[src/sv/haplotype_flank_variant_count_macros.svh]
// Assertion macros shared by the flank variant counter modules.
// No dependencies.
`ifndef HAPLOTYPE_FLANK_VARIANT_COUNT_MACROS_SVH
`define HAPLOTYPE_FLANK_VARIANT_COUNT_MACROS_SVH
// implication checked on every rising clock edge outside reset
`define HFVC_ASSERT_IMP(label, clk, rst_n, ante, cons) \
	label: assert property (@(posedge clk) disable iff (!rst_n) (ante) |-> (cons)) \
		else $error("assertion failed");
// implication with the consequent checked in the cycle after the antecedent
`define HFVC_ASSERT_NEXT(label, clk, rst_n, ante, cons) \
	label: assert property (@(posedge clk) disable iff (!rst_n) (ante) |=> (cons)) \
		else $error("assertion failed");
`endif

[src/sv/hfvc_pkg.sv]
// Shared types and constants for the flank variant counter.
// No dependencies.
package hfvc_pkg;
	localparam int MaxEntries = 1024;
	localparam int Haplotypes = 2;
	localparam int IdxW = $clog2(MaxEntries);
	localparam int CntW = IdxW + 1;
	localparam int HapW = (Haplotypes > 1) ? $clog2(Haplotypes) : 1;
	localparam int AddrW = HapW + IdxW;
	localparam int DistW = 12;
	localparam logic [DistW-1:0] DistMax = '1;

	typedef enum logic [1:0] {
		OP_CLEAR  = 2'd0,
		OP_APPEND = 2'd1,
		OP_QUERY  = 2'd2,
		OP_NONE   = 2'd3
	} opcode_t;

	typedef enum logic [3:0] {
		ST_IDLE,
		ST_APP_RD,
		ST_APP_CHK,
		ST_HAP_INIT,
		ST_SRCH_RD,
		ST_SRCH_CHK,
		ST_PREV_RD,
		ST_PREV_CHK,
		ST_FWD_RD,
		ST_FWD_CHK,
		ST_BWD_RD,
		ST_BWD_CHK,
		ST_HAP_DONE,
		ST_RESULT
	} state_t;

	// controller -> datapath commands
	typedef struct packed {
		logic latch_in;     // capture input item
		logic clear;        // zero all counts
		logic app_rd;       // read last record of target table
		logic app_wr;       // write record if legal
		logic hap_init;     // set up search for current haplotype
		logic srch_rd;      // read mid record
		logic srch_step;    // narrow search range
		logic prev_rd;      // read record before start
		logic prev_chk;     // validity check
		logic fwd_init;
		logic fwd_rd;
		logic fwd_step;
		logic bwd_init;
		logic bwd_rd;
		logic bwd_step;
		logic hap_done;     // fold haplotype count into best
		logic res_init;
		logic result;       // present result
	} cmd_t;

	// datapath -> controller status
	typedef struct packed {
		opcode_t op;
		logic    hap_empty;
		logic    srch_done;
		logic    start_zero;
		logic    prev_bad;
		logic    fwd_more;
		logic    fwd_hit;
		logic    bwd_more;
		logic    bwd_hit;
		logic    last_hap;
	} status_t;
endpackage

[src/sv/hfvc_ctrl.sv]
// Controller state machine for the flank variant counter.
// Depends on hfvc_pkg and the assertion macro header.
`include "haplotype_flank_variant_count_macros.svh"
module hfvc_ctrl import hfvc_pkg::*; (
	input  logic    clk,
	input  logic    arst_n,
	input  logic    start,
	output logic    busy,
	input  status_t st,
	output cmd_t    cmd
);
	state_t state_q, state_nx;

	always_ff @(posedge clk or negedge arst_n) begin
		if (!arst_n) state_q <= ST_IDLE;
		else state_q <= state_nx;
	end

	always_comb begin
		state_nx = state_q;
		cmd = '0;
		busy = (state_q != ST_IDLE);
		unique case (state_q)
			ST_IDLE: begin
				if (start) begin
					cmd.latch_in = 1'b1;
					state_nx = ST_APP_RD;
				end
			end
			ST_APP_RD: begin
				// dispatch on latched opcode
				unique case (st.op)
					OP_CLEAR: begin
						cmd.clear = 1'b1;
						state_nx = ST_IDLE;
					end
					OP_APPEND: begin
						cmd.app_rd = 1'b1;
						state_nx = ST_APP_CHK;
					end
					OP_QUERY: begin
						cmd.res_init = 1'b1;
						state_nx = ST_HAP_INIT;
					end
					default: state_nx = ST_IDLE;
				endcase
			end
			ST_APP_CHK: begin
				cmd.app_wr = 1'b1;
				state_nx = ST_IDLE;
			end
			ST_HAP_INIT: begin
				cmd.hap_init = 1'b1;
				state_nx = ST_SRCH_RD;
			end
			ST_SRCH_RD: begin
				if (st.hap_empty) state_nx = ST_HAP_DONE;
				else if (st.srch_done) begin
					if (st.start_zero) begin
						cmd.fwd_init = 1'b1;
						state_nx = ST_FWD_RD;
					end else begin
						cmd.prev_rd = 1'b1;
						state_nx = ST_PREV_CHK;
					end
				end else begin
					cmd.srch_rd = 1'b1;
					state_nx = ST_SRCH_CHK;
				end
			end
			ST_SRCH_CHK: begin
				cmd.srch_step = 1'b1;
				state_nx = ST_SRCH_RD;
			end
			ST_PREV_RD: state_nx = ST_PREV_CHK;
			ST_PREV_CHK: begin
				cmd.prev_chk = 1'b1;
				if (st.prev_bad) state_nx = ST_HAP_DONE;
				else begin
					cmd.fwd_init = 1'b1;
					state_nx = ST_FWD_RD;
				end
			end
			ST_FWD_RD: begin
				if (st.fwd_more) begin
					cmd.fwd_rd = 1'b1;
					state_nx = ST_FWD_CHK;
				end else begin
					cmd.bwd_init = 1'b1;
					state_nx = ST_BWD_RD;
				end
			end
			ST_FWD_CHK: begin
				if (st.fwd_hit) begin
					cmd.fwd_step = 1'b1;
					state_nx = ST_FWD_RD;
				end else begin
					cmd.bwd_init = 1'b1;
					state_nx = ST_BWD_RD;
				end
			end
			ST_BWD_RD: begin
				if (st.bwd_more) begin
					cmd.bwd_rd = 1'b1;
					state_nx = ST_BWD_CHK;
				end else state_nx = ST_HAP_DONE;
			end
			ST_BWD_CHK: begin
				if (st.bwd_hit) begin
					cmd.bwd_step = 1'b1;
					state_nx = ST_BWD_RD;
				end else state_nx = ST_HAP_DONE;
			end
			ST_HAP_DONE: begin
				cmd.hap_done = 1'b1;
				state_nx = st.last_hap ? ST_RESULT : ST_HAP_INIT;
			end
			ST_RESULT: begin
				cmd.result = 1'b1;
				state_nx = ST_IDLE;
			end
			default: state_nx = ST_IDLE;
		endcase
	end

	`HFVC_ASSERT_IMP(a_busy_idle, clk, arst_n, state_q == ST_IDLE, !busy)
	`HFVC_ASSERT_NEXT(a_start_leaves_idle, clk, arst_n,
		state_q == ST_IDLE && start, state_q == ST_APP_RD)
	`HFVC_ASSERT_NEXT(a_result_to_idle, clk, arst_n, cmd.result, state_q == ST_IDLE)
endmodule

[config.mk]
export PLATFORM = sky130hd
export DESIGN_NAME = hfvc_ctrl
export DESIGN_NICKNAME = d
export VERILOG_FILES = /design/src/sv/hfvc_pkg.sv /design/src/sv/hfvc_ctrl.sv
export VERILOG_INCLUDE_DIRS = /design/src /design/src/sv
export SDC_FILE = /design/constraint.sdc
export NUM_CORES = 1
export LEC_CHECK = 0
export BUFFER_PORTS_ARGS = -buffer_cell sky130_fd_sc_hd__buf_4
export CORE_MARGIN = 2
export CORE_UTILIZATION = 43
export CTS_CLUSTER_SIZE = 25
export DETAILED_ROUTE_END_ITERATION = 8
export PLACE_DENSITY_LB_ADDON = 0.1
export SYNTH_ARGS = -nofsm -noshare
export SYNTH_HDL_FRONTEND = slang
export SYNTH_SLANG_ARGS = --single-unit
export TNS_END_PERCENT = 20
[constraint.sdc]
create_clock -name clk -period 1.8 [get_ports clk]
set_clock_uncertainty 0.1 [all_clocks]
set_input_delay 0.09 -clock clk [delete_from_list [all_inputs] [get_ports clk]]
set_output_delay 0.09 -clock clk [all_outputs]
set_load 0.01 [all_outputs]
-- Word level (Yosys, flattened, before mapping)
Index checks and enable logic that the tools add are counted.
- reductions and logical operators: 4
- mux-type cells: 48
- eq/ne operators: 16
- operators with widths (kind ; count):
    4-bit one-hot mux with 11 select lines ; 1
    1-bit two-way mux ; 33
    4-bit == test (second input constant) ; 6
    4-bit two-way mux ; 5
    4-bit by 3-bit == test with 1-bit output (second input constant) ; 4
    3-bit two-way mux ; 3
    4-bit by 2-bit == test with 1-bit output (second input constant) ; 2
    2-bit two-way mux ; 3
    4-bit by 1-bit == test with 1-bit output (second input constant) ; 1
    4-bit logical NOT ; 1
    1-bit one-hot mux with 2 select lines ; 2
    2-bit one-hot mux with 2 select lines ; 1
    4-bit nonzero test ; 1
    2-bit by 1-bit == test with 1-bit output (second input constant) ; 1
    2-bit == test (second input constant) ; 1
    2-bit logical NOT ; 1
    2-bit != test (second input constant) ; 1
    2-bit OR reduction ; 1
- bits of input ports: 14
- logic and storage cells: 69
- flip-flop bits (word level): 4

-- Depth between registers and ports, before layout
Gate-level depths: netlist (run 1).
- depth after elaboration: 4
- gate-level depth with buffers: 5
- gate-level depth less buffers: 5

-- Least setup slack after synthesis (run 1)
No wires, ideal clock.
- path kind: flip-flop to output port
- start: register state_q[0]
- end: output port cmd[8] (netlist bit)
- stages on the path, launching flop included: 5
- required time: 1610 ps
- setup slack: 396 ps
- arrival time: 1214 ps
- path buffers: 1
- path through: dfrtp_1 > buf_6 > or2_1 > o32a_1 > nor2_1
- RTL lines (what ; RTL line ; RTL):
    start, declared ; hfvc_ctrl.sv:12 ; state_t state_q, state_nx;
    start signal, assigned ; hfvc_ctrl.sv:16 ; else state_q <= state_nx;
    end, declared ; hfvc_ctrl.sv:10 ; output cmd_t cmd

==> summary.md, run 1 <==
| Metric | Value |
|---|---|
| Post-route setup TNS | 0 ns |
| FF+latch count, synth | 4 |
| Vias | 763 |
| Area growth, synth to finish | 47.1% |
| # rows | 13 |
| Routed Antenna Nets | 0 |
| # setup viols final | 0 |
| Grt met2 use | 34.7% |
| Critical path origin | state_q[1] |
| Most Crowded Layer GR | met2 |
| Depth of the CTS H-tree | 1 |
| Inserted Clock Buffers | 3 |
| Cell Pwr Density | 1250 nW/um^2 |
| CTS clk-pin slew, worst paths | 0.04 ns |
| Nets | 136 |
| DR pass1 iterations | 4 |
| Hold path start | st[8] |
| Non-Filler Instances | 132 |
| Top FF cell, synth | dfrtp_1 |
| Hold Vio Cnt, Final | 0 |
| Power Total | 1.12 mW |
| Die Footprint | 1740 sq um |
| Largest net degree at the start of global routing | 19 |
| Worst hold margin | 0.0592 ns |
| DRC violations left | 0 |
| CTS tree | yes |
| Clk buf depth | 2 |
| Met3 GRT Util | 5.65% |
| Final Core Density | 68.2% |
| Number of global-route vias before repair | 691 |
| Core ar. | 1320 sq um |
| Synthesized Nets | 100 |
| Total I/O pin count | 33 |
| Critical Path AT | 1.56 ns |
| Crit Path Max Fanout | 18 |
| Clock Sinks | 4 |
| Worst path required time | 1.61 ns |
| Initial core utilization | 46.3% |
| Syn Area/Cell | 7.36 sq um |
| Critical Path Sink Type | output pin |
| Initial drt markers | 15 |
| Max Fclk | 573 MHz |
| EDFF count, synth | 0 |
| Worst Hold Class | input port to flop |
| Vias per Instance | 5.78 |
| Post-DP Area | 858 sq um |
| Initial antenna violation count | 0 |
| Final Critical Period | 1.75 ns |
| Clock Latency Late Sink | 0.24 ns |
| Most frequent cells in the layout | buf_4 (35), nor2_1 (11), and3_1 (7) |
| First-pass GRT wire length | 2820 um |
| CTS root buf | clkbuf_4 |
| FILL cells | 111 |
| Port Buf Inserts | 32 |
| Post-synth cell types | 37 |
| Slew Viols, Final | 0 |
| Total gr overflow | 0 |
| Gr usage total | 20.8% |
| Worst-margin pin slew | 0.409 ns |
| Worst setup path category | flop to output pin |
| Crit share post-route | 96.9% |
| Detailed placer's ending HPWL | 1300 um |
| Die Wd | 41.7 um |
| Met1 Usage GRT | 23.7% |
| Post-synthesis sequential area ratio | 16.4% |
| Asr flop ratio synth | 100% |
| Wire length per cell | 13.3 um |
| Largest register FFs | 4 |
| Final worst slack | 0.0550 ns |
| Placed Cells | 128 |
| YS warnings | 0 |
| Die H | 41.7 um |
| Biggest register | state_q |
| Number of setup buffers added after CTS | 0 |
| Biggest regs | state_q (4) |
| Layout cells sized above 1 | 38.5% |
| Leakage Power | 0.476 nW |
| # Max-Cap Violations | 0 |
| Synth Instances | 83 |
| Inserted Diodes | 0 |
| RSZ-0062 raised after global routing | yes |
| R2r startpoint | state_q[3] |
| Rel. slew slack | 72.6% |
| Most common cell after layout, fill and taps aside | buf_4 |
| Status | finished clean |
| GP Congestion | 0.900 |
| CP startpoint kind | flop |
| Final WL | 1760 um |
| Final instance area | 898 sq um |
| Maximum VDD drop | 0.676 mV |
| DP Worst Slack | 0.227 ns |
| Mapped cell area | 611 sq um |
-- report_power, final --
group,leakage (nW),internal [mW],switching [mW]
clock network,0.0138,0.0749,0.0411
logic,0.414,0.385,0.349
registers,0.0481,0.135,0.136
total,0.476,0.595,0.526
-- critical path, stage by stage (launching register included) --
cell and delay [ns]:
dfrtp_2 0.51, or2_4 0.27, o32a_1 0.32, nor2_1 0.09, buf_4 0.12
-- final cells by class --
type                            instances  area (sq um)  area share [%]
Clock buffer                            3          22.5            2.51
Timing Repair Buffer                   36           273            30.4
Sequential cell                         4           103            11.4
Inverter                                5          18.8            2.09
Tap cell                               15          18.8            2.09
Multi-Input combinational cell         69           463            51.5
-- per-layer routing --
layer,share of wire (%),vias to the layer above
met5,0,-
met4,0.91,0
met3,6.8,2
met2,52,32
met1,40,353
li1,-,376
-- worst paths after layout --
| check | end | slack (ns) | cells after the start |
|---|---|---|---|
| max | cmd[8] | 0.05 | 4 |
| min | state_q[2] | 0.06 | 3 |
| max reg2reg | state_q[0] | 0.30 | 3 |
| min reg2reg | state_q[3] | 0.66 | 1 |
| max in group asynchronous | state_q[0] | 1.36 | 2 |
| min in group asynchronous | state_q[2] | 0.12 | 2 |
-- synthesized netlist by cell type (2+ instances only) --
| library cell | n | share of area [%] |
|---|---|---|
| nor2_1 | 11 | 6.8 |
| and3_1 | 7 | 7.2 |
| nor2b_1 | 7 | 7.2 |
| inv_1 | 5 | 3.1 |
| nand2_1 | 5 | 3.1 |
| dfrtp_1 | 4 | 16 |
| o21ai_0 | 4 | 3.3 |
| buf_2 | 3 | 2.5 |
| ha_1 | 3 | 6.1 |
| a21oi_1 | 2 | 1.6 |
| and4b_1 | 2 | 3.3 |
| nand2b_1 | 2 | 2.0 |
| nand4_1 | 2 | 2.0 |
| o211ai_1 | 2 | 2.5 |
| o32a_1 | 2 | 3.3 |
-- timing repair --
action / in CTS / in global routing
hold buffers: 1 / 0
pin swaps: 0 / 0
endpoints found under the setup margin: 2 / 3
endpoints found under the hold margin: 4 / 0
resized for setup: 2 / 2
-- cell families after synthesis --
kind of cell    count (synthesis)  share of synthesized area [%]
simple gates                   48                           46.5
mux                             1                           1.84
fa+ha+maj                       3                           6.15
flops                           4                           16.4
buf+inv                        10                           8.61
compound gates                 17                           20.5
Power figures use the tool's default switching activity.
==> run 2: changes to the inputs <==
==> constraint.sdc (replaced) <==
create_clock -name clk -period 1.75 [get_ports clk]
set_clock_uncertainty 0.1 [all_clocks]
set_input_delay 0.0875 -clock clk [delete_from_list [all_inputs] [get_ports clk]]
set_output_delay 0.0875 -clock clk [all_outputs]
set_load 0.01 [all_outputs]
==> summary.md, run 2 (synthesized netlist as in run 1, its figures left out) <==
| Metric | Value |
|---|---|
| Status | finished, violations left |
| Violated checks | negative setup slack |
| Final Critical Period | 1.75 ns |
| First-pass GRT wire length | 2980 um (+5.9%) |
| Final WL | 1730 um (-1.8%) |
| # Max-Cap Violations | 0 (unchanged) |
| Total I/O pin count | 33 (unchanged) |
| Initial drt markers | 29 (+14) |
| Worst R2R Setup Slack | 0.29 ns (about the same) |
| Cell Pwr Density | 1280 nW/um^2 (+2.9%) |
| Port Buf Inserts | 32 (unchanged) |
| Worst-margin pin slew | 0.312 ns (-0.0973 ns) |
| Die H | 41.7 um (unchanged) |
| Crit path cell chain | or2_1 -> o32a_1 -> nor2_1 -> buf_4 |
| Slew Viols, Final | 0 (unchanged) |
| CP startpoint kind | flop |
| Clock Latency Late Sink | 0.24 ns (about the same) |
| CTS root buf | clkbuf_4 |
| Worst hold margin | 0.0662 ns (+0.00700 ns) |
| Area growth, synth to finish | 49.0% |
| Stages on worst setup path | 4 (unchanged) |
| Crit path max-delay cell type | dfrtp_2 |
| DP Worst Slack | 0.145 ns (-0.0822 ns) |
| Number of global-route vias before repair | 689 (-0.29%) |
| CP peak stage delay | 0.50 ns (about the same) |
| Leakage Power | 0.479 nW (+0.75%) |
| FILL cells | 110 (-0.90%) |
| Final worst slack | -0.00188 ns (-0.0568 ns) |
| Crit path buf inv count | 1 (unchanged) |
| Maximum VDD drop | 0.649 mV (-4.1%) |
| DRC violations left | 0 (unchanged) |
| # setup viols final | 1 (+1) |
| # rows | 13 (unchanged) |
| Crit share post-route | 100% |
| Power Total | 1.17 mW (+4.2%) |
| Depth of the CTS H-tree | 1 (unchanged) |
| Most common cell after layout, fill and taps aside | buf_4 |
| CTS clk-pin slew, worst paths | 0.04 ns (about the same) |
| Vias | 770 (+0.92%) |
| Initial antenna violation count | 0 (unchanged) |
| Post-DP Area | 866 sq um (+0.87%) |
| Max Fclk | 571 MHz |
| Number of setup buffers added after CTS | 0 (unchanged) |
| Largest net degree at the start of global routing | 18 (-1) |
| Biggest regs | state_q (4) |
| DR pass1 iterations | 4 (unchanged) |
| Non-Filler Instances | 133 (+0.76%) |
| Die Wd | 41.7 um (unchanged) |
| Final instance area | 910 sq um (+1.3%) |
| Hold Vio Cnt, Final | 0 (unchanged) |
| Clk buf depth | 2 (unchanged) |
| Largest register FFs | 4 (unchanged) |
| Delay-heaviest family, CP | flip-flops |
| Vias per Instance | 5.79 (+0.16%) |
| Die Footprint | 1740 sq um (unchanged) |
| Critical Path AT | 1.56 ns (about the same) |
| Core ar. | 1320 sq um (unchanged) |
| Detailed placer's ending HPWL | 1330 um (+2.8%) |
| R2r worst-path depth | 3 (unchanged) |
| Routed Antenna Nets | 0 (unchanged) |
| Inserted Clock Buffers | 3 (unchanged) |
| Nets | 137 (+0.74%) |
| Worst setup path category | flop to output pin |
| Crit Path Max Fanout | 17 (-1) |
| CTS tree | yes |
| Inserted Diodes | 0 (unchanged) |
| GP Congestion | 0.841 (-6.5%) |
| Wire length per cell | 13.0 um (-2.5%) |
| Hold path depth | 3 (unchanged) |
| Biggest register | state_q |
| Most frequent cells in the layout | buf_4 (36), nor2_1 (9), and3_1 (7) |
| RSZ-0062 raised after global routing | yes |
| Initial core utilization | 46.3% (unchanged) |
| Gr usage total | 21.7% (+0.88 points) |
| Total gr overflow | 0 (unchanged) |
| Clock Sinks | 4 (unchanged) |
| Worst path required time | 1.56 ns (-0.05 ns) |
| Critical Path Sink Type | output pin |
| Rel. slew slack | 78.9% (+6.3 points) |
| Worst Hold Class | input port to flop |
| Layout cells sized above 1 | 40.7% (+2.2 points) |
| Placed Cells | 129 (+0.78%) |
run 2: changes by cell type in the layout (fill, tap and decap cells not counted), sizes merged:
cell and delta:
buf +1
run 2: metrics by stage:
step,util [%],TNS [ns]
after CTS,68.6,-0.00332
after global routing,69.0,-0.0860
after detailed placement,65.7,0
final,69.0,-0.00188
after global placement,65.7,0
after floorplan,-,0
run 2: per-layer routing:
metal  share of wire (%)  GRT usage [%]
met5                   0              0
met4                 2.3           11.6
met3                 7.0           3.91
met2                  47           33.8
met1                  43           28.1
run 2: final timing paths:
kind                                  from         end
worst min register to register  state_q[3]  state_q[3]
max in group asynchronous           arst_n  state_q[3]
worst max register to register  state_q[0]  state_q[0]
worst min-delay path                 st[8]  state_q[2]
worst max-delay path            state_q[0]      cmd[8]
min in group asynchronous           arst_n  state_q[0]
run 2: worst reg2reg max path: stages (launching register included):
cell and delay (ns):
dfrtp_2 0.50, o21bai_1 0.19, a2111o_1 0.42, a31oi_1 0.16
run 2: cell type report:
type,instances,area [sq um],area share (%)
multi-input cells,69,465,51.2
inverters,5,18.8,2.06
flip-flops and latches,4,104,11.4
well taps,15,18.8,2.06
repair buffers,37,280,30.8
clock buffers,3,22.5,2.48
run 2: what timing repair did:
item | 4_1_cts | 5_1_grt
endpoints found under the hold margin | 4 | 0
gates resized for setup | 3 | 3
setup endpoints to repair | 4 | 9
hold buffers | 1 | 0
pin swaps | 1 | 0
run 2: power breakdown:
group | internal, mW | switching, mW
Sequential | 0.141 | 0.121
Combinational | 0.402 | 0.386
Clock | 0.0769 | 0.0414
Total | 0.620 | 0.548
